--- src/hdl/heading_from_displacement_defines.svh ---
// Assertion macros shared by the heading block.
`ifndef HEADING_FROM_DISPLACEMENT_DEFINES_SVH
`define HEADING_FROM_DISPLACEMENT_DEFINES_SVH

// Same-cycle implication, sampled on clk_i, quiet during reset.
`define HFD_ASSERT_NOW(lbl, ante, cons, msg) \
  lbl: assert property (@(posedge clk_i) disable iff (!rst_ni) (ante) |-> (cons)) \
    else $error(msg);

// Next-cycle implication, sampled on clk_i, quiet during reset.
`define HFD_ASSERT_NEXT(lbl, ante, cons, msg) \
  lbl: assert property (@(posedge clk_i) disable iff (!rst_ni) (ante) |=> (cons)) \
    else $error(msg);

`endif

--- src/hdl/hfd_pkg.sv ---
`timescale 1ns / 1ps

package hfd_pkg;

  localparam int SLOT_COUNT_DEF   = 256;
  localparam int COORD_BITS_DEF   = 16;
  localparam int CORDIC_STEPS_DEF = 16;

  localparam int SLOT_W   = 8;
  localparam int FIELD_W  = 16;
  localparam int HEAD_W   = 15;
  localparam int ATAN_LEN = 24;
  localparam int ATAN_W   = 20;
  localparam int PRESCALE = 24;
  localparam int Z_W      = 23;
  localparam int Z_MAX    = 90 * 16384;

  localparam logic [HEAD_W-1:0] DEG_0   = 15'd0;
  localparam logic [HEAD_W-1:0] DEG_90  = 15'd5760;
  localparam logic [HEAD_W-1:0] DEG_180 = 15'd11520;
  localparam logic [HEAD_W-1:0] DEG_270 = 15'd17280;
  localparam logic [HEAD_W-1:0] DEG_360 = 15'd23040;

  typedef struct packed {
    logic [SLOT_W-1:0]         slot;
    logic signed [FIELD_W-1:0] x_coord;
    logic signed [FIELD_W-1:0] y_coord;
  } in_t;

  typedef struct packed {
    logic [HEAD_W-1:0] heading;
    logic              new_slot;
    logic              unmoved;
  } out_t;

  typedef enum logic [1:0] {
    ST_IDLE,
    ST_EVAL,
    ST_ITER,
    ST_DONE
  } state_e;

  typedef struct packed {
    logic capture;
    logic eval;
    logic step;
    logic finish;
  } cmd_t;

  typedef struct packed {
    logic simple;
    logic last_step;
    logic out_free;
  } sts_t;

  // atan(2^-i) in 1/16384 degree, rounded
  function automatic logic [ATAN_W-1:0] atan_fine(input logic [4:0] idx);
    logic [ATAN_W-1:0] v;
    case (idx)
      5'd0:    v = 20'd737280;
      5'd1:    v = 20'd435242;
      5'd2:    v = 20'd229970;
      5'd3:    v = 20'd116736;
      5'd4:    v = 20'd58595;
      5'd5:    v = 20'd29326;
      5'd6:    v = 20'd14667;
      5'd7:    v = 20'd7334;
      5'd8:    v = 20'd3667;
      5'd9:    v = 20'd1833;
      5'd10:   v = 20'd917;
      5'd11:   v = 20'd458;
      5'd12:   v = 20'd229;
      5'd13:   v = 20'd115;
      5'd14:   v = 20'd57;
      5'd15:   v = 20'd29;
      5'd16:   v = 20'd14;
      5'd17:   v = 20'd7;
      5'd18:   v = 20'd4;
      5'd19:   v = 20'd2;
      5'd20:   v = 20'd1;
      default: v = 20'd0;
    endcase
    return v;
  endfunction

endpackage

--- src/hdl/hfd_ctrl.sv ---
`timescale 1ns / 1ps

module hfd_ctrl
  import hfd_pkg::*;
(
  input  logic clk_i,
  input  logic rst_ni,
  input  logic in_valid_i,
  output logic in_stall_o,
  input  sts_t sts_i,
  output cmd_t cmd_o
);

`include "heading_from_displacement_defines.svh"

  state_e state_q, state_d;

  always_ff @(posedge clk_i or negedge rst_ni) begin
    if (!rst_ni) begin
      state_q <= ST_IDLE;
    end else begin
      state_q <= state_d;
    end
  end

  always_comb begin
    state_d = state_q;
    case (state_q)
      ST_IDLE: begin
        if (in_valid_i) state_d = ST_EVAL;
      end
      ST_EVAL: begin
        state_d = sts_i.simple ? ST_DONE : ST_ITER;
      end
      ST_ITER: begin
        if (sts_i.last_step) state_d = ST_DONE;
      end
      ST_DONE: begin
        // hold until the output register can take the beat
        if (sts_i.out_free) state_d = ST_IDLE;
      end
      default: state_d = ST_IDLE;
    endcase
  end

  always_comb begin
    in_stall_o     = 1'b1;
    cmd_o          = '0;
    case (state_q)
      ST_IDLE: begin
        in_stall_o    = 1'b0;
        cmd_o.capture = in_valid_i;
      end
      ST_EVAL: cmd_o.eval   = 1'b1;
      ST_ITER: cmd_o.step   = 1'b1;
      ST_DONE: cmd_o.finish = sts_i.out_free;
      default: in_stall_o   = 1'b1;
    endcase
  end

  `HFD_ASSERT_NEXT(a_capture_to_eval, cmd_o.capture, state_q == ST_EVAL, "capture not followed by eval")
  `HFD_ASSERT_NEXT(a_done_holds, (state_q == ST_DONE) && !sts_i.out_free, state_q == ST_DONE, "result dropped while output busy")
  `HFD_ASSERT_NEXT(a_iter_runs, (state_q == ST_ITER) && !sts_i.last_step, state_q == ST_ITER, "CORDIC pass cut short")

endmodule

--- config.mk ---
export PLATFORM = sky130hd
export DESIGN_NAME = hfd_ctrl
export DESIGN_NICKNAME = d
export VERILOG_FILES = /design/src/hdl/hfd_pkg.sv /design/src/hdl/hfd_ctrl.sv
export VERILOG_INCLUDE_DIRS = /design/src /design/src/hdl
export SDC_FILE = /design/constraint.sdc
export NUM_CORES = 1
export LEC_CHECK = 0
export BUFFER_PORTS_ARGS = -buffer_cell sky130_fd_sc_hd__buf_2
export CORE_AREA = 2 2 39 41
export CTS_BUF_LIST = sky130_fd_sc_hd__clkbuf_16
export CTS_CLUSTER_DIAMETER = 200
export DETAILED_ROUTE_END_ITERATION = 8
export DIE_AREA = 0 0 41 43
export GPL_TIMING_DRIVEN = 0
export PLACE_DENSITY = 0.39
export SETUP_SLACK_MARGIN = 0.02
export SKIP_CTS_REPAIR_TIMING = 1
export SLEW_MARGIN = 15
export SYNTH_ARGS = -nofsm -noshare
export SYNTH_HDL_FRONTEND = slang
export SYNTH_SLANG_ARGS = --single-unit
--- constraint.sdc ---
create_clock -name clk_i -period 1.58 [get_ports clk_i]
set_clock_uncertainty 0.2 [all_clocks]
set_input_delay 0.316 -clock clk_i [delete_from_list [all_inputs] [get_ports clk_i]]
set_output_delay 0.316 -clock clk_i [all_outputs]
set_load 0.005 [all_outputs]
==> impl_results.rst <==
.. list-table::
   :header-rows: 1

   * - Metric
     - Value
   * - Run status
     - finished, violations left
   * - Violated checks
     - setup timing
   * - Worst reg-to-reg path cell count
     - 4
   * - Number of non-filler instances in the completed layout
     - between 50 and 60
   * - Via-to-Cell Ratio
     - 3.83
   * - DIE HEIGHT
     - approximately 43 um
   * - Remaining routing DRC violations
     - 0
   * - Std-Cell Rows
     - 14
   * - Worst min-delay path class
     - in -> async
   * - Post-route setup slack
     - -0.0632 ns
   * - Power per Cell Area
     - around 2200 nW/um2
   * - Quantity of I/O buffers inserted on ports
     - 10
   * - CTS clk-pin slew, worst paths
     - 0.03 ns
   * - Most used DFF post-synth
     - sky130_fd_sc_hd__dfrtp_1
   * - Area enclosed by the die boundary
     - about 1800 um2
   * - Area occupied by multi-input gates
     - 210 um2
   * - Maximum Capacitance Violations
     - 0
   * - Top post-synthesis cells by count
     - 5 x sky130_fd_sc_hd__ha_1, 3 x sky130_fd_sc_hd__inv_1, 2 x sky130_fd_sc_hd__dfrtp_1, 2 x sky130_fd_sc_hd__nor2b_2
   * - Reg-to-reg endpoint
     - state_q[1]$_DFFE_PN0P_
   * - Number of diodes
     - 0
   * - WP data required
     - 1.48 ns
   * - Tightest Pin Transition
     - 0.201 ns
   * - Number of clock sinks
     - 2
   * - Post-Syn Area
     - 223 um2
   * - Net count after synthesis
     - 32
   * - Critical Path End Type
     - register
   * - Flop and latch count out of synthesis
     - 2
   * - Min cycle time layout
     - 1.64 ns
   * - Avg WL per Cell
     - 9.57 um
   * - Crit path DAT
     - ~1.5 ns
   * - TritonCTS buffer count
     - 3
   * - CTS H-Tree Depth
     - 1
   * - Placed cell count
     - 47
   * - Seq/Total Area, Yosys
     - 22.5%
   * - Global-route wire length before repair
     - 765 um
   * - Main area contributors after synthesis
     - sky130_fd_sc_hd__ha_1 28%, sky130_fd_sc_hd__dfrtp_1 22%, sky130_fd_sc_hd__nor2b_2 7.9%, sky130_fd_sc_hd__nor2b_4 6.2%, sky130_fd_sc_hd__nor4_2 5.6%
   * - Peak ir drop on the vdd network
     - 0.00103 V
   * - Count of synthesis-stage warnings from yosys
     - 0
   * - Layout net count
     - 51
   * - Layout-stage area growth over the synthesis result
     - 105%
   * - Critical register-to-register path startpoint
     - state_q[1]$_DFFE_PN0P_
   * - FF-to-FF setup slack
     - -0.06 ns
   * - Area used by sequential logic in the layout
     - 51.3 um2
   * - Launching element type of the critical path
     - register
   * - Max reg flops
     - 2
   * - Cell count after synthesis
     - 21
   * - Standby leakage power
     - 0.000208 uW
   * - Via count of the first global-routing pass
     - 206
   * - Length of the first detailed-routing pass in iterations
     - 1
   * - Number of different library cells in the post-synthesis netlist
     - 13
   * - Final slew viol count
     - 0
   * - Max frequency
     - 609 MHz
   * - Area post-placement
     - 323 um2
   * - Tightest slew margin relative to the limit
     - between 80% and 90%
   * - Routability Congestion
     - 0.631
   * - Library cell used as clock root buffer
     - sky130_fd_sc_hd__clkbuf_16
   * - Number of vias in the routed layout
     - 207
   * - Total count of hold-check failures in the final report
     - 0
   * - Average size of a mapped cell
     - 10.6 um2
   * - Unrepaired setup endpoints after global routing
     - true
   * - Final antenna-violating net count
     - 0
   * - Routed wire length
     - 517 um
   * - Most instantiated library cell after synthesis
     - sky130_fd_sc_hd__ha_1
   * - Layout Cell Area excl Fill
     - approximately 460 um2
   * - Ports placed on the boundary
     - 11
   * - Clock tree from TritonCTS
     - done
   * - Final worst path period share
     - 104%
   * - Post-synth top area share
     - 28.1%
   * - Finish-stage setup viols
     - 4
   * - Share of async-settable or async-resettable flops after synthesis
     - 100%
   * - Highest net fanout along the worst path
     - 5
   * - Largest net degree at the start of global routing
     - 6
   * - Registers with the most flip-flops
     - state_q x2
   * - Initial core utilization
     - 16.1%
   * - Global-route usage over all layers
     - 6.63%
   * - WS Path Type
     - reg -> reg
   * - Later-pin clock latency in the skew report
     - 0.22 ns
   * - Area of the core region
     - around 1400 um2
   * - Congestion Overflow GR
     - 0
   * - Top register by number of flip-flops
     - state_q
   * - Ratio of cells with drive above 1 in the final layout
     - 81.6%
   * - Post-synthesis cell type with the largest combined area
     - sky130_fd_sc_hd__ha_1
   * - Number of enable-type register cells in the synthesized netlist
     - 0
   * - 1st-iter DRT viols
     - 0
   * - Antenna violations before repair
     - 0
   * - Count of filler cells inserted in the layout
     - 148
   * - Max clock buf depth
     - 2
   * - Hold slack
     - between 0.2 and 0.25 ns
   * - Die Span X
     - approximately 41 um
   * - Worst-case setup slack after placement
     - -0.129 ns
logic make-up (layout without fill, tap and decap cells):
| logic type | after synthesis | in the layout | share of synthesized area (%) |
|---|---|---|---|
| multiplexers | 1 | 1 | 5.06 |
| adder cells (fa/ha/maj) | 5 | 5 | 28.1 |
| AO/OA/AOI/OAI | 2 | 2 | 7.31 |
| buffers and inverters | 3 | 20 | 5.06 |
| AND/OR/NAND/NOR | 8 | 8 | 32.0 |
| flip-flops | 2 | 2 | 22.5 |
cell type report:
class | count | area share [%]
Multi-Input combinational cell | 16 | 46.0
Clock buffer | 3 | 16.4
Inverter | 3 | 2.47
Sequential cell | 2 | 11.2
Timing Repair Buffer | 14 | 19.5
Tap cell | 16 | 4.38
worst max-delay path, stage by stage, from the launching register on:
cell and delay, ns:
sky130_fd_sc_hd__dfrtp_2 0.43, sky130_fd_sc_hd__ha_2 0.19, sky130_fd_sc_hd__nor2b_2 0.17, sky130_fd_sc_hd__nor3_4 0.22, sky130_fd_sc_hd__mux2_4 0.32
cell usage in the layout, fill, tap and decap left out:
master and count:
sky130_fd_sc_hd__buf_2 9, sky130_fd_sc_hd__ha_2 3, sky130_fd_sc_hd__clkbuf_16 3, sky130_fd_sc_hd__buf_4 3
sky130_fd_sc_hd__inv_2 2, sky130_fd_sc_hd__nor2b_4 2, sky130_fd_sc_hd__ha_4 2, sky130_fd_sc_hd__inv_1 1
sky130_fd_sc_hd__and2_1 1, sky130_fd_sc_hd__and2_4 1, sky130_fd_sc_hd__nor2_1 1, sky130_fd_sc_hd__nor2b_2 1
sky130_fd_sc_hd__nor4_2 1, sky130_fd_sc_hd__a211oi_1 1, sky130_fd_sc_hd__nor3_4 1, sky130_fd_sc_hd__a2bb2oi_1 1
sky130_fd_sc_hd__mux2_4 1, sky130_fd_sc_hd__dlygate4sd3_1 1, sky130_fd_sc_hd__buf_6 1, sky130_fd_sc_hd__dfrtp_1 1
sky130_fd_sc_hd__dfrtp_2 1
worst max-delay path by stage:
stage                                       from                endpoint  slack, ns  cells after the start
after floorplan           state_q[1]$_DFFE_PN0P_  state_q[1]$_DFFE_PN0P_      -0.01                      5
after global placement    state_q[1]$_DFFE_PN0P_  state_q[1]$_DFFE_PN0P_      -0.13                      5
after detailed placement  state_q[1]$_DFFE_PN0P_  state_q[1]$_DFFE_PN0P_      -0.13                      5
after CTS                 state_q[1]$_DFFE_PN0P_                cmd_o[3]      -0.15                      4
after global routing      state_q[0]$_DFFE_PN0P_  state_q[1]$_DFFE_PN0P_      -0.11                      5
final                     state_q[1]$_DFFE_PN0P_  state_q[1]$_DFFE_PN0P_      -0.06                      4
report_power, final:
part	leakage [uW]	internal [uW]	switching, uW
Sequential	0.0000220	84.0	38.0
Combinational	0.000149	311	211
Clock	0.0000370	322	56.9
Total	0.000208	717	306
routing by layer:
layer / vias up / GRT usage, % / share of wire (%)
li1: 104 / - / -
met1: 96 / 7.07 / 38
met2: 7 / 10.0 / 55
met3: 0 / 1.57 / 6.6
met4: 0 / 6.00 / 0
met5: - / 0 / 0
metrics by stage:
step,total power (uW),util (%),setup TNS (ns)
3_3_place_gp,519,23.3,-0.133
2_1_floorplan,412,-,-0.0132
5_1_grt,1120,33.0,-0.494
4_1_cts,912,28.8,-0.455
6_report,1020,33.0,-0.166
3_5_place_dp,524,23.3,-0.129
Note: power is estimated with default switching activity, not from simulation.
